--- config.mk ---
export PLATFORM = sky130hd
export DESIGN_NAME = bezier_curve_flattener_unit_flat
export DESIGN_NICKNAME = d
export VERILOG_FILES = /design/src/hw/rtl/bcf_pkg.sv /design/src/hw/rtl/bcf_req_if.sv /design/src/hw/rtl/bcf_rsp_if.sv /design/src/hw/rtl/bezier_curve_flattener_unit.sv /design/src/flat_wrapper.sv
export SDC_FILE = /design/constraint.sdc
export NUM_CORES = 2
export LEC_CHECK = 0
export ABC_AREA = 1
export BUFFER_PORTS_ARGS = -buffer_cell sky130_fd_sc_hd__buf_4
export CAP_MARGIN = 20
export CORE_MARGIN = 1.5
export CORE_UTILIZATION = 66
export CTS_CLUSTER_SIZE = 20
export DETAILED_ROUTE_END_ITERATION = 8
export HOLD_SLACK_MARGIN = 0.02
export PLACE_DENSITY_LB_ADDON = 0.3
export SKIP_CTS_REPAIR_TIMING = 1
export SYNTH_ARGS = -nofsm -noshare
export SYNTH_HDL_FRONTEND = slang
export SYNTH_SLANG_ARGS = --single-unit
--- constraint.sdc ---
create_clock -name clock -period 14.4 [get_ports clock]
set_clock_uncertainty 0.15 [all_clocks]
set_input_delay 0.72 -clock clock [delete_from_list [all_inputs] [get_ports clock]]
set_output_delay 0.72 -clock clock [all_outputs]
set_load 0.01 [all_outputs]
--- src/hw/rtl/bcf_pkg.sv ---
`timescale 1ns / 1ps
// Shared constants for the Bezier curve flattener.
// No dependencies; bezier_curve_flattener_unit imports this package.
package bcf_pkg;
   localparam int MaxSegDefault     = 64;
   localparam int CoordWidthDefault = 16;
   localparam int SegCountWidth     = 7;
   localparam int VertexWidth       = 16;
   localparam logic [SegCountWidth-1:0] SegCountReset = 7'd64;
endpackage

--- src/hw/rtl/bcf_req_if.sv ---
`timescale 1ns / 1ps
// Request channel of the Bezier curve flattener: one curve per request.
// Depends on nothing; the coordinate width is a parameter.
interface bcf_req_if #(parameter int CW = 16);
   logic                 valid;
   logic                 ready;
   logic                 action;
   logic signed [CW-1:0] start_x;
   logic signed [CW-1:0] start_y;
   logic signed [CW-1:0] ctrl_a_x;
   logic signed [CW-1:0] ctrl_a_y;
   logic signed [CW-1:0] ctrl_b_x;
   logic signed [CW-1:0] ctrl_b_y;
   logic signed [CW-1:0] finish_x;
   logic signed [CW-1:0] finish_y;

   modport source (output valid, action, start_x, start_y, ctrl_a_x, ctrl_a_y,
                   ctrl_b_x, ctrl_b_y, finish_x, finish_y, input ready);
   modport sink (input valid, action, start_x, start_y, ctrl_a_x, ctrl_a_y,
                 ctrl_b_x, ctrl_b_y, finish_x, finish_y, output ready);
endinterface

--- src/hw/rtl/bcf_rsp_if.sv ---
`timescale 1ns / 1ps
// Response channel of the Bezier curve flattener: one line segment per response.
// Depends on nothing; the coordinate width is a parameter.
interface bcf_rsp_if #(parameter int CW = 16);
   logic                 valid;
   logic                 ready;
   logic signed [CW-1:0] seg_start_x;
   logic signed [CW-1:0] seg_start_y;
   logic signed [CW-1:0] seg_end_x;
   logic signed [CW-1:0] seg_end_y;
   logic [15:0]          first_vertex;
   logic                 last_segment;

   modport source (output valid, seg_start_x, seg_start_y, seg_end_x, seg_end_y,
                   first_vertex, last_segment, input ready);
   modport sink (input valid, seg_start_x, seg_start_y, seg_end_x, seg_end_y,
                 first_vertex, last_segment, output ready);
endinterface

--- src/hw/rtl/bezier_curve_flattener_unit.sv ---
`timescale 1ns / 1ps
// Top level of the Bezier curve flattener: sequencer around one shared multiplier
// and one bit-serial divider. Uses bcf_pkg, bcf_req_if and bcf_rsp_if.
//
//   channel  direction  carries
//   req_if   in         curve kind and four control points (one curve)
//   rsp_if   out        one line segment, its first vertex index, last flag
//   csr_*    in         segment count N, write only
//
// Per curve: form the divisor, then per segment the Bernstein weights, and for
// each of x and y a multiply/accumulate pass and a division; the segment then
// waits in the output register until it is taken.
// The divider is restoring and yields one quotient bit per cycle.
// req_if.ready is high only while no curve is in work. A stalled response
// holds the sequencer; reset is synchronous and restores N = 64 and vertex 0.
module bezier_curve_flattener_unit #(
   parameter int MAX_SEGMENTS = bcf_pkg::MaxSegDefault,
   parameter int COORD_WIDTH  = bcf_pkg::CoordWidthDefault
) (
   input  logic                             clock,
   input  logic                             reset,
   bcf_req_if.sink                          req_if,
   bcf_rsp_if.source                        rsp_if,
   input  logic                             csr_we,
   input  logic [bcf_pkg::SegCountWidth-1:0] csr_wdata
);
   import bcf_pkg::*;

   localparam int CW = COORD_WIDTH;
   localparam int KW = $clog2(MAX_SEGMENTS + 1);
   // Every Bernstein weight and the divisor stay at or below N cubed.
   localparam int DW = $clog2(MAX_SEGMENTS * MAX_SEGMENTS * MAX_SEGMENTS + 1);
   localparam int PW = DW + CW + 1;
   localparam int NW = $clog2(CW);

   typedef enum logic [2:0] {
      ST_IDLE, ST_PREP, ST_WGT, ST_MUL, ST_DIV, ST_OUT
   } state_type;

   state_type               state_ff;
   logic [2:0]              step_ff;
   logic [NW-1:0]           div_cnt_ff;
   logic                    axis_ff;
   logic [SegCountWidth-1:0] seg_count_ff;
   logic [VertexWidth-1:0]  vertex_ff;
   logic                    cubic_ff;
   logic signed [CW-1:0]    cx_ff [4];
   logic signed [CW-1:0]    cy_ff [4];
   logic [KW-1:0]           n_ff;
   logic [KW-1:0]           k_ff;
   logic [DW-1:0]           nn_ff;
   logic [DW-1:0]           den_ff;
   logic [DW-1:0]           t1_ff, t2_ff, t3_ff;
   logic [DW-1:0]           u0_ff, u1_ff, u2_ff, u3_ff;
   logic [DW-1:0]           w_ff [4];
   logic signed [PW-1:0]    prod_ff;
   logic signed [PW-1:0]    acc_ff;
   logic [DW-1:0]           rem_ff;
   logic [CW-1:0]           quo_ff;
   logic signed [CW-1:0]    sx_ff, sy_ff, ex_ff, ey_ff;
   logic                    last_ff;
   logic                    rsp_valid_ff;

   logic [KW-1:0]           n_clamp;
   logic [KW-1:0]           m_val;
   logic [DW-1:0]           m_u, k_u, n_u;
   logic signed [CW-1:0]    m_s, k_s, n_s;
   logic [DW-1:0]           mul_a;
   logic signed [CW-1:0]    mul_b;
   logic signed [PW-1:0]    mul_p;
   logic signed [PW-1:0]    acc_sum;
   logic [DW:0]             trial;
   logic [DW:0]             diff;
   logic                    trial_ge;
   logic [DW-1:0]           rem_next;
   logic [CW-1:0]           quo_next;
   logic [CW-1:0]           coord_q;
   logic                    req_take;
   logic                    rsp_take;

   // A count of zero means one segment; counts above the maximum saturate.
   always_comb begin
      if (seg_count_ff == '0) begin
         n_clamp = KW'(1);
      end else if (seg_count_ff > SegCountWidth'(MAX_SEGMENTS)) begin
         n_clamp = KW'(MAX_SEGMENTS);
      end else begin
         n_clamp = seg_count_ff[KW-1:0];
      end
   end

   assign m_val = n_ff - k_ff;
   assign m_u   = {{(DW-KW){1'b0}}, m_val};
   assign k_u   = {{(DW-KW){1'b0}}, k_ff};
   assign n_u   = {{(DW-KW){1'b0}}, n_ff};
   assign m_s   = {{(CW-KW){1'b0}}, m_val};
   assign k_s   = {{(CW-KW){1'b0}}, k_ff};
   assign n_s   = {{(CW-KW){1'b0}}, n_ff};

   // Operand selection for the one shared multiplier. The weight steps form
   // m^2, mk, k^2, m^3, m^2 k, m k^2 and k^3 in turn.
   always_comb begin
      mul_a = '0;
      mul_b = '0;
      case (state_ff)
         ST_PREP: begin
            mul_a = step_ff[0] ? nn_ff : n_u;
            mul_b = n_s;
         end
         ST_WGT: begin
            case (step_ff)
               3'd0: begin mul_a = m_u;   mul_b = m_s; end
               3'd1: begin mul_a = m_u;   mul_b = k_s; end
               3'd2: begin mul_a = k_u;   mul_b = k_s; end
               3'd3: begin mul_a = t1_ff; mul_b = m_s; end
               3'd4: begin mul_a = t1_ff; mul_b = k_s; end
               3'd5: begin mul_a = t3_ff; mul_b = m_s; end
               3'd6: begin mul_a = t3_ff; mul_b = k_s; end
               default: begin mul_a = '0; mul_b = '0; end
            endcase
         end
         ST_MUL: begin
            mul_a = w_ff[step_ff[1:0]];
            mul_b = axis_ff ? cy_ff[step_ff[1:0]] : cx_ff[step_ff[1:0]];
         end
         default: begin
            mul_a = '0;
            mul_b = '0;
         end
      endcase
   end

   assign mul_p   = $signed({1'b0, mul_a}) * mul_b;
   assign acc_sum = acc_ff + prod_ff;

   // Restoring division, one quotient bit per cycle. The accumulator carries a
   // bias of D * 2^(CW-1), so the dividend is never negative and the unsigned
   // quotient is the floor quotient with its sign bit flipped.
   assign trial    = {rem_ff, quo_ff[CW-1]};
   assign diff     = trial - {1'b0, den_ff};
   assign trial_ge = (trial >= {1'b0, den_ff});
   assign rem_next = trial_ge ? diff[DW-1:0] : trial[DW-1:0];
   assign quo_next = {quo_ff[CW-2:0], trial_ge};
   assign coord_q  = {~quo_next[CW-1], quo_next[CW-2:0]};

   assign req_take = req_if.valid && req_if.ready;
   assign rsp_take = rsp_valid_ff && rsp_if.ready;

   always_ff @(posedge clock) begin
      if (reset) begin
         state_ff     <= ST_IDLE;
         step_ff      <= '0;
         div_cnt_ff   <= '0;
         axis_ff      <= 1'b0;
         seg_count_ff <= SegCountReset;
         vertex_ff    <= '0;
         rsp_valid_ff <= 1'b0;
      end else begin
         if (csr_we) begin
            seg_count_ff <= csr_wdata;
         end
         case (state_ff)
            ST_IDLE: begin
               if (req_take) begin
                  cubic_ff <= req_if.action;
                  cx_ff[0] <= req_if.start_x;
                  cy_ff[0] <= req_if.start_y;
                  cx_ff[1] <= req_if.ctrl_a_x;
                  cy_ff[1] <= req_if.ctrl_a_y;
                  cx_ff[2] <= req_if.ctrl_b_x;
                  cy_ff[2] <= req_if.ctrl_b_y;
                  cx_ff[3] <= req_if.finish_x;
                  cy_ff[3] <= req_if.finish_y;
                  sx_ff    <= req_if.start_x;
                  sy_ff    <= req_if.start_y;
                  n_ff     <= n_clamp;
                  k_ff     <= KW'(1);
                  step_ff  <= '0;
                  state_ff <= ST_PREP;
               end
            end
            ST_PREP: begin
               // Divisor is N squared for a quadratic curve, N cubed for a cubic.
               if (step_ff[0] == 1'b0) begin
                  nn_ff   <= mul_p[DW-1:0];
                  step_ff <= 3'd1;
               end else begin
                  den_ff   <= cubic_ff ? mul_p[DW-1:0] : nn_ff;
                  step_ff  <= '0;
                  state_ff <= ST_WGT;
               end
            end
            ST_WGT: begin
               case (step_ff)
                  3'd0: t1_ff <= mul_p[DW-1:0];
                  3'd1: t2_ff <= mul_p[DW-1:0];
                  3'd2: t3_ff <= mul_p[DW-1:0];
                  3'd3: u0_ff <= mul_p[DW-1:0];
                  3'd4: u1_ff <= mul_p[DW-1:0];
                  3'd5: u2_ff <= mul_p[DW-1:0];
                  3'd6: u3_ff <= mul_p[DW-1:0];
                  default: begin
                     // The quadratic form uses m^2, 2mk and k^2; its third
                     // weight is zero so the second control point drops out.
                     w_ff[0] <= cubic_ff ? u0_ff : t1_ff;
                     w_ff[1] <= cubic_ff ? (u1_ff + DW'({u1_ff, 1'b0}))
                                         : DW'({t2_ff, 1'b0});
                     w_ff[2] <= cubic_ff ? (u2_ff + DW'({u2_ff, 1'b0})) : '0;
                     w_ff[3] <= cubic_ff ? u3_ff : t3_ff;
                     axis_ff <= 1'b0;
                  end
               endcase
               step_ff <= step_ff + 3'd1;
               if (step_ff == 3'd7) begin
                  state_ff <= ST_MUL;
               end
            end
            ST_MUL: begin
               // Products are registered and summed in the following cycle.
               prod_ff <= mul_p;
               if (step_ff == 3'd0) begin
                  acc_ff <= $signed({{(CW+1){1'b0}}, den_ff}) <<< (CW - 1);
               end else begin
                  acc_ff <= acc_sum;
               end
               if (step_ff == 3'd4) begin
                  rem_ff     <= acc_sum[CW+DW-1:CW];
                  quo_ff     <= acc_sum[CW-1:0];
                  div_cnt_ff <= NW'(CW - 1);
                  step_ff    <= '0;
                  state_ff   <= ST_DIV;
               end else begin
                  step_ff <= step_ff + 3'd1;
               end
            end
            ST_DIV: begin
               rem_ff     <= rem_next;
               quo_ff     <= quo_next;
               div_cnt_ff <= div_cnt_ff - NW'(1);
               if (div_cnt_ff == '0) begin
                  if (!axis_ff) begin
                     ex_ff    <= coord_q;
                     axis_ff  <= 1'b1;
                     state_ff <= ST_MUL;
                  end else begin
                     ey_ff        <= coord_q;
                     last_ff      <= (k_ff == n_ff);
                     rsp_valid_ff <= 1'b1;
                     state_ff     <= ST_OUT;
                  end
               end
            end
            ST_OUT: begin
               if (rsp_take) begin
                  rsp_valid_ff <= 1'b0;
                  sx_ff        <= ex_ff;
                  sy_ff        <= ey_ff;
                  vertex_ff    <= vertex_ff + VertexWidth'(2);
                  step_ff      <= '0;
                  if (last_ff) begin
                     state_ff <= ST_IDLE;
                  end else begin
                     k_ff     <= k_ff + KW'(1);
                     state_ff <= ST_WGT;
                  end
               end
            end
            default: state_ff <= ST_IDLE;
         endcase
      end
   end

   assign req_if.ready        = (state_ff == ST_IDLE);
   assign rsp_if.valid        = rsp_valid_ff;
   assign rsp_if.seg_start_x  = sx_ff;
   assign rsp_if.seg_start_y  = sy_ff;
   assign rsp_if.seg_end_x    = ex_ff;
   assign rsp_if.seg_end_y    = ey_ff;
   assign rsp_if.first_vertex = vertex_ff;
   assign rsp_if.last_segment = last_ff;
endmodule

--- src/flat_wrapper.sv ---
// flat-port wrapper written by rule: the top's interface ports become plain ports
module bezier_curve_flattener_unit_flat import bcf_pkg::*;
#(
   parameter int MAX_SEGMENTS = bcf_pkg::MaxSegDefault,
   parameter int COORD_WIDTH  = bcf_pkg::CoordWidthDefault
)
  (clock, reset, csr_we, csr_wdata, req_if_valid, req_if_action, req_if_start_x, req_if_start_y, req_if_ctrl_a_x, req_if_ctrl_a_y, req_if_ctrl_b_x, req_if_ctrl_b_y, req_if_finish_x, req_if_finish_y, req_if_ready, rsp_if_valid, rsp_if_seg_start_x, rsp_if_seg_start_y, rsp_if_seg_end_x, rsp_if_seg_end_y, rsp_if_first_vertex, rsp_if_last_segment, rsp_if_ready);
  bcf_req_if req_if_i ();
  bcf_rsp_if rsp_if_i ();
  input  logic clock;
  input  logic reset;
  input  logic csr_we;
  input  logic [bcf_pkg::SegCountWidth-1:0] csr_wdata;
  input wire logic [$bits(req_if_i.valid)-1:0] req_if_valid;
  input wire logic [$bits(req_if_i.action)-1:0] req_if_action;
  input wire logic [$bits(req_if_i.start_x)-1:0] req_if_start_x;
  input wire logic [$bits(req_if_i.start_y)-1:0] req_if_start_y;
  input wire logic [$bits(req_if_i.ctrl_a_x)-1:0] req_if_ctrl_a_x;
  input wire logic [$bits(req_if_i.ctrl_a_y)-1:0] req_if_ctrl_a_y;
  input wire logic [$bits(req_if_i.ctrl_b_x)-1:0] req_if_ctrl_b_x;
  input wire logic [$bits(req_if_i.ctrl_b_y)-1:0] req_if_ctrl_b_y;
  input wire logic [$bits(req_if_i.finish_x)-1:0] req_if_finish_x;
  input wire logic [$bits(req_if_i.finish_y)-1:0] req_if_finish_y;
  output wire logic [$bits(req_if_i.ready)-1:0] req_if_ready;
  output wire logic [$bits(rsp_if_i.valid)-1:0] rsp_if_valid;
  output wire logic [$bits(rsp_if_i.seg_start_x)-1:0] rsp_if_seg_start_x;
  output wire logic [$bits(rsp_if_i.seg_start_y)-1:0] rsp_if_seg_start_y;
  output wire logic [$bits(rsp_if_i.seg_end_x)-1:0] rsp_if_seg_end_x;
  output wire logic [$bits(rsp_if_i.seg_end_y)-1:0] rsp_if_seg_end_y;
  output wire logic [$bits(rsp_if_i.first_vertex)-1:0] rsp_if_first_vertex;
  output wire logic [$bits(rsp_if_i.last_segment)-1:0] rsp_if_last_segment;
  input wire logic [$bits(rsp_if_i.ready)-1:0] rsp_if_ready;
  assign req_if_i.valid = req_if_valid;
  assign req_if_i.action = req_if_action;
  assign req_if_i.start_x = req_if_start_x;
  assign req_if_i.start_y = req_if_start_y;
  assign req_if_i.ctrl_a_x = req_if_ctrl_a_x;
  assign req_if_i.ctrl_a_y = req_if_ctrl_a_y;
  assign req_if_i.ctrl_b_x = req_if_ctrl_b_x;
  assign req_if_i.ctrl_b_y = req_if_ctrl_b_y;
  assign req_if_i.finish_x = req_if_finish_x;
  assign req_if_i.finish_y = req_if_finish_y;
  assign req_if_ready = req_if_i.ready;
  assign rsp_if_valid = rsp_if_i.valid;
  assign rsp_if_seg_start_x = rsp_if_i.seg_start_x;
  assign rsp_if_seg_start_y = rsp_if_i.seg_start_y;
  assign rsp_if_seg_end_x = rsp_if_i.seg_end_x;
  assign rsp_if_seg_end_y = rsp_if_i.seg_end_y;
  assign rsp_if_first_vertex = rsp_if_i.first_vertex;
  assign rsp_if_last_segment = rsp_if_i.last_segment;
  assign rsp_if_i.ready = rsp_if_ready;
  bezier_curve_flattener_unit #(.MAX_SEGMENTS(MAX_SEGMENTS), .COORD_WIDTH(COORD_WIDTH)) u_core (.clock(clock), .reset(reset), .req_if(req_if_i), .rsp_if(rsp_if_i), .csr_we(csr_we), .csr_wdata(csr_wdata));
endmodule
# ---- Yosys cells after proc, flatten, opt, wreduce, memory -nomap -nowiden
# Memories as Yosys holds them, arrays and structs flattened. A register that Yosys moved wholly into a read port is not among the register bits.
# Index checks and enable logic that the tools add are counted.
# Widths: inputs -> output; s select.
dict set report classes {
  addsub 9
  n_mul 1
  order_cmp 2
  n_eq_ne 22
  muxes 65
  bitwise 4
  reduce_logical 40
}
# cell count
set ops {}
lappend ops {{$mux 19} 8}
lappend ops {{$mux 16} 6}
lappend ops {{$pmux 16 s2} 3}
lappend ops {{$pmux 19 s4} 1}
lappend ops {{$pmux 19 s3} 1}
lappend ops {{$pmux 16 s3} 1}
lappend ops {{$reduce_and 3->1} 13}
lappend ops {{$add 19x19->19} 2}
lappend ops {{$pmux 19 s2} 1}
lappend ops {{$add 36x36->36} 1}
lappend ops {{$mul 20x16->36} 1}
lappend ops {{$mux 34} 1}
lappend ops {{$mux 3} 10}
lappend ops {{$mux 7} 4}
lappend ops {{$pmux 7 s2} 2}
lappend ops {{$ge 20x19->1} 1}
lappend ops {{$sub 19x19->19} 1}
lappend ops {{$eq 3x3->1 const B} 6}
lappend ops {{$pmux 3 s6} 1}
lappend ops {{$add 16x2->16 const B} 1}
lappend ops {{$reduce_and 4->1} 4}
lappend ops {{$pmux 3 s5} 1}
lappend ops {{$mux 1} 14}
lappend ops {{$mux 2} 7}
lappend ops {{other kinds (27)} 52}
dict set report totals {
  register_bits 392
  ram_bits 204
  in_bits 141
  out_inout_bits 83
  wordCells 176
  n_memories 3
}
# memory depth width read_ports rd_ports_with_merged_regs write_ports line
set memory_table {}
lappend memory_table {u_core.w_ff 4 19 1 1 4 bezier_curve_flattener_unit.sv:55} ;# logic [DW-1:0] w_ff [4];
lappend memory_table {u_core.cx_ff 4 16 1 1 4 bezier_curve_flattener_unit.sv:47} ;# logic signed [CW-1:0] cx_ff [4];
lappend memory_table {u_core.cy_ff 4 16 1 1 4 bezier_curve_flattener_unit.sv:48} ;# logic signed [CW-1:0] cy_ff [4];

# ---- Logic depth before layout (Yosys ltp)
dict set report logic_depth {
  word_depth 6
  depth_mapped 37
  mapped_depth_nobuf 36
}

# ---- Worst setup path after synthesis
# OpenSTA, ideal clock, no wires.
dict set report synth_path {
  path_type {input port to flip-flop}
  startpoint {input port reset}
  endpoint {memory u_core.cx_ff[0][0], enable pin}
  setup_time_ns 0.616
  arrival_time_ns 6.471
  t_required_ns 13.634
  slack_ns 7.163
  cell_stages 3
  n_path_buf 2
  path_cell_list {clkbuf_1 -> clkbuf_1 -> nor2_1}
}
# element line
set synth_lines {}
lappend synth_lines {{start: declaration} flat_wrapper.sv:11} ;# input logic reset;
lappend synth_lines {{end: declaration} bezier_curve_flattener_unit.sv:47}

# ---- Final worst setup path
dict set report layout_path {
  startpoint {register u_core.step_ff[0]}
  endpoint {register u_core.den_ff[13], data pin}
}
dict set report layout_between {
  elab_chain_len 6
  word_cells_on_any_way 19
  classes_between {mul (1); eq/ne (6); mux (6); reduce/logical (6)}
}
# element line
set layout_rtl {}
lappend layout_rtl {{start: declaration} bezier_curve_flattener_unit.sv:41} ;# logic [2:0] step_ff;
lappend layout_rtl {{start signal: assignment} bezier_curve_flattener_unit.sv:213} ;# step_ff <= step_ff + 3'd1;
lappend layout_rtl {{start signal: assignment} bezier_curve_flattener_unit.sv:233} ;# step_ff <= step_ff + 3'd1;
lappend layout_rtl {{$eq 3x1->1, or another cell as far along} bezier_curve_flattener_unit.sv:111} ;# case (step_ff)
lappend layout_rtl {{$reduce_or 4->1 (no source line), or another cell as far along} n/a}
lappend layout_rtl {{$pmux 7 s2 / $pmux 19 s4 (equally long branches)} bezier_curve_flattener_unit.sv:111}
lappend layout_rtl {{$pmux 16 s3 / $pmux 19 s3 (equally long branches)} bezier_curve_flattener_unit.sv:105} ;# case (state_ff)
lappend layout_rtl {{$mul 20x16->36 *} bezier_curve_flattener_unit.sv:133} ;# assign mul_p = $signed({1'b0, mul_a}) * mul_b;
lappend layout_rtl {{named net u_core.mul_p[13]} bezier_curve_flattener_unit.sv:70} ;# logic signed [PW-1:0] mul_p;
lappend layout_rtl {{$mux 19 *} bezier_curve_flattener_unit.sv:188} ;# den_ff <= cubic_ff ? mul_p[DW-1:0] : nn_ff;
lappend layout_rtl {{end signal: assignment} bezier_curve_flattener_unit.sv:188}
lappend layout_rtl {{end: declaration} bezier_curve_flattener_unit.sv:52} ;# logic [DW-1:0] den_ff;
# The timed path passes the listed nets; every way through them passes the cells marked *.
# A chain may end at the register's enable or synchronous reset.

==> reports/summary.md <==
• **ratio of final minimum period to clock period** 60.2%
• **Crit path arrival time** 8990 ps
• **die area** 0.0625 mm^2
• **power density over the cells** 139 mW/mm^2
• **footprint of the flip-flops and latches** 0.0175 mm^2
• **buffer type at the clock tree root** clkbuf_16
• **share of synthesized flip-flops with an asynchronous set or reset** 0%
• **setup slack after layout** 5740 ps
• **final setup violation count** 0
• **max-slew violation count** 0
• **Avg Vias per Cell** 5.98
• **core utilization of the finished layout** 73.9%
• **share of synthesized area occupied by flip-flops and latches** 43.5%
• **DRC violations left** 0
• **worst min-delay path category** in -> reg
• **antenna violations before repair** 5
• **worst slack at placement** 6030 ps
• **run status** complete, no violations
• **number of enable-type register cells in the synthesized netlist** 559
• **total number of nets in the final design** 5272
• **required time of the worst setup path** 14720 ps
• **final hold violations** 0
• **Primary FF master, synth** edfxtp_1
• **post-synthesis net count** 5076
• **Syn Std Cell Area** 0.0403 mm^2
• **vias in the first global route** 31800
• **number of cells produced by synthesis** 4468
• **number of top-level pins** 224
• **Port-buffer cells** 222
• **post-layout min period** 8660 ps
• **layout overhead on the synthesized area** 10.7%
• **global-route wire length before repair** 187000 um
• **worst-margin pin slew** 1110 ps
• **Bufs on Longest Clock Path** 3
• **starting utilization of the core area** 66.7%
• **worst-path cell with the longest stage delay** nor2_1
• **drt first pass iters** 6
• **total global-route track usage** 39.9%
• **die extent in y** 250 um
• **Synth Warn #** 0
• **number of filler instances in the final layout** 4450
• **Routed WL** 125000 um
• **flip-flop and latch count after synthesis** 595
• **Clk Latency, worst-skew pair** 660 ps
• **clock sink count** 595
• **maximum fanout count along the critical path** 31
• **kind of capture point of the worst setup path** flip-flop
• **Leak Pwr** 0.0199 uW
• **routed length per placed instance** 22.6 um
• **RSZ-0062 raised after global routing** false
• **Fin Hold WS** 85.1 ps
• **DR iter-0 viols** 3647
• **clock transition time at the flip-flop clock pins of the worst setup and hold paths** 60 ps
• **CP Launch Type** flip-flop
• **cell accounting for the most synthesized area** edfxtp_1
• **setup TNS after final layout** 0 ps
• **Post-DP HPWL** 95300 um
• **total CTS buffers** 61
• **core region area** 0.0604 mm^2
• **number of H-tree branching levels** 2
• **Crit path top cell by count** nand2_1
• **count of vias placed by the detailed router** 32863
• **most common library cells after synthesis** 1081 x nand2_1, 698 x inv_1, 559 x edfxtp_1
• **num rows** 90
• **total power consumption of the routed design** 6170 uW
• **area share of the largest cell type after synthesis** 41.7%
• **maximum achievable frequency** 115 MHz
• **placer congestion estimate** 1.02
• **Post-Synthesis Mean Instance Area** 9.01 um^2
• **max cap viols** 0
• **slew margin rel.** 26.0%
• **delay of the slowest cell on the worst path** 850 ps
• **Distinct cells, synth** 59
• **TritonCTS clock tree** done
• **width of the chip** 250 um
• **Congestion Overflow GR** 0
• **Max VDD drop** 113 uV
• **proportion of layout cells with a drive suffix above 1** 9.57%
• **maximum number of pins on one net before global-route repair** 76
• **total area of multi-input combinational cells** 0.0193 mm^2
• **library cell with the highest instance count after synthesis** nand2_1
• **worst setup path category** reg -> reg
• **dominant cells by area after synthesis** edfxtp_1 42%, fa_1 12%, nand2_1 10%, ha_1 7.0%, inv_1 6.5%
• **count of antenna-violating nets left after detailed routing** 0
## worst max-delay path, delay by kind of cell (launching register included)
| family | cells | cell delay, ps |
|---|---|---|
| buf+inv | 7 | 1190 |
| xor+xnor | 1 | 630 |
| flops | 1 | 420 |
| compound gates | 2 | 590 |
| fa+ha+maj | 8 | 3370 |
| simple gates | 11 | 2090 |
## metrics by stage
| step | instance area [um^2] | instances |
|---|---|---|
| floorplan | 40300 | 4468 |
| global placement | 42500 | 5382 |
| detailed placement | 42500 | 5382 |
| CTS | 44600 | 5496 |
| global route | 44600 | 5498 |
| finish | 44600 | 5498 |
## area by class of cell
type | count | share of cell area (%)
multi-input cells | 3015 | 43.4
flip-flops and latches | 595 | 39.3
inverters | 730 | 6.15
repair buffers | 261 | 4.42
clock buffers | 79 | 3.74
well taps | 782 | 2.19
clock inverters | 35 | 0.803
diodes | 1 | 0.00561
## cells in the final DEF, fill, tap and decap left out, types with 4 or more instances in the layout
master     instances
nand2_1         1081
inv_1            697
edfxtp_1         559
nor2_1           467
buf_4            260
fa_1             241
o21ai_0          233
ha_1             226
nand3_1          221
a21oi_1          211
clkbuf_16         63
xnor2_1           39
dfxtp_1           34
o22ai_1           33
nand4_1           33
inv_2             30
nor3_1            27
xor2_1            20
o211ai_1          17
or2_2             14
clkinv_2          14
o21bai_1          13
clkbuf_1          13
clkinv_1          11
o221ai_1          10
nand3b_1          10
nor2_4             9
a31oi_1            9
a21o_1             9
a21boi_0           9
o21a_1             9
nor2_2             8
o21ai_1            8
o211ai_2           7
nand3_2            6
and2_1             6
bufinv_16          5
nand2_2            4
nor4_1             4
## logic make-up after synthesis
kind of cell    after synthesis  synth area share [%]
buf+inv                     858                  8.57
other cells                   1               0.00932
flops                       595                  43.5
simple gates               1902                  19.4
fa+ha+maj                   467                  19.0
compound gates              586                  8.19
xor+xnor                     59                  1.28
## state kept, by name, summed over array words and instances, names as in the netlist, 16 cells and up, named ones only
register,flops
u_core.w_ff,76
u_core.cx_ff,64
u_core.cy_ff,64
u_core.acc_ff,35
u_core.prod_ff,35
u_core.den_ff,19
u_core.nn_ff,19
u_core.rem_ff,19
u_core.t1_ff,19
u_core.t3_ff,19
u_core.u0_ff,19
u_core.u1_ff,19
u_core.u2_ff,19
u_core.u3_ff,19
u_core.t2_ff,18
u_core.quo_ff,16
u_core.rsp_if.seg_end_x,16
u_core.rsp_if.seg_end_y,16
u_core.rsp_if.seg_start_x,16
u_core.rsp_if.seg_start_y,16
## path summary, 6_finish.rpt
check / from / endpoint / slack (ps) / cells past startpoint
setup / recovery: u_core.step_ff[0] / u_core.den_ff[13] / 5740 / 29
hold / removal: req_if_finish_x[10] / u_core.cx_ff[3][10] / 90 / 1
setup reg to reg: u_core.step_ff[0] / u_core.den_ff[13] / 5740 / 29
hold reg to reg: u_core.seg_count_ff[5] / u_core.seg_count_ff[5] / 320 / 2
## metal layers
layer  GRT usage (%)  part of all wire [%]  vias to the layer above
met5               0                 0.018                        -
met4            18.8                   5.5                        4
met3            9.62                    11                      342
met2            62.8                    45                     1949
met1            52.5                    38                    15656
li1                -                     -                    14912
## power breakdown
group	switching [uW]	internal, uW
Sequential	91.5	2240
Clock	697	910
Combinational	1640	601
(Power assumes the default switching activity.)
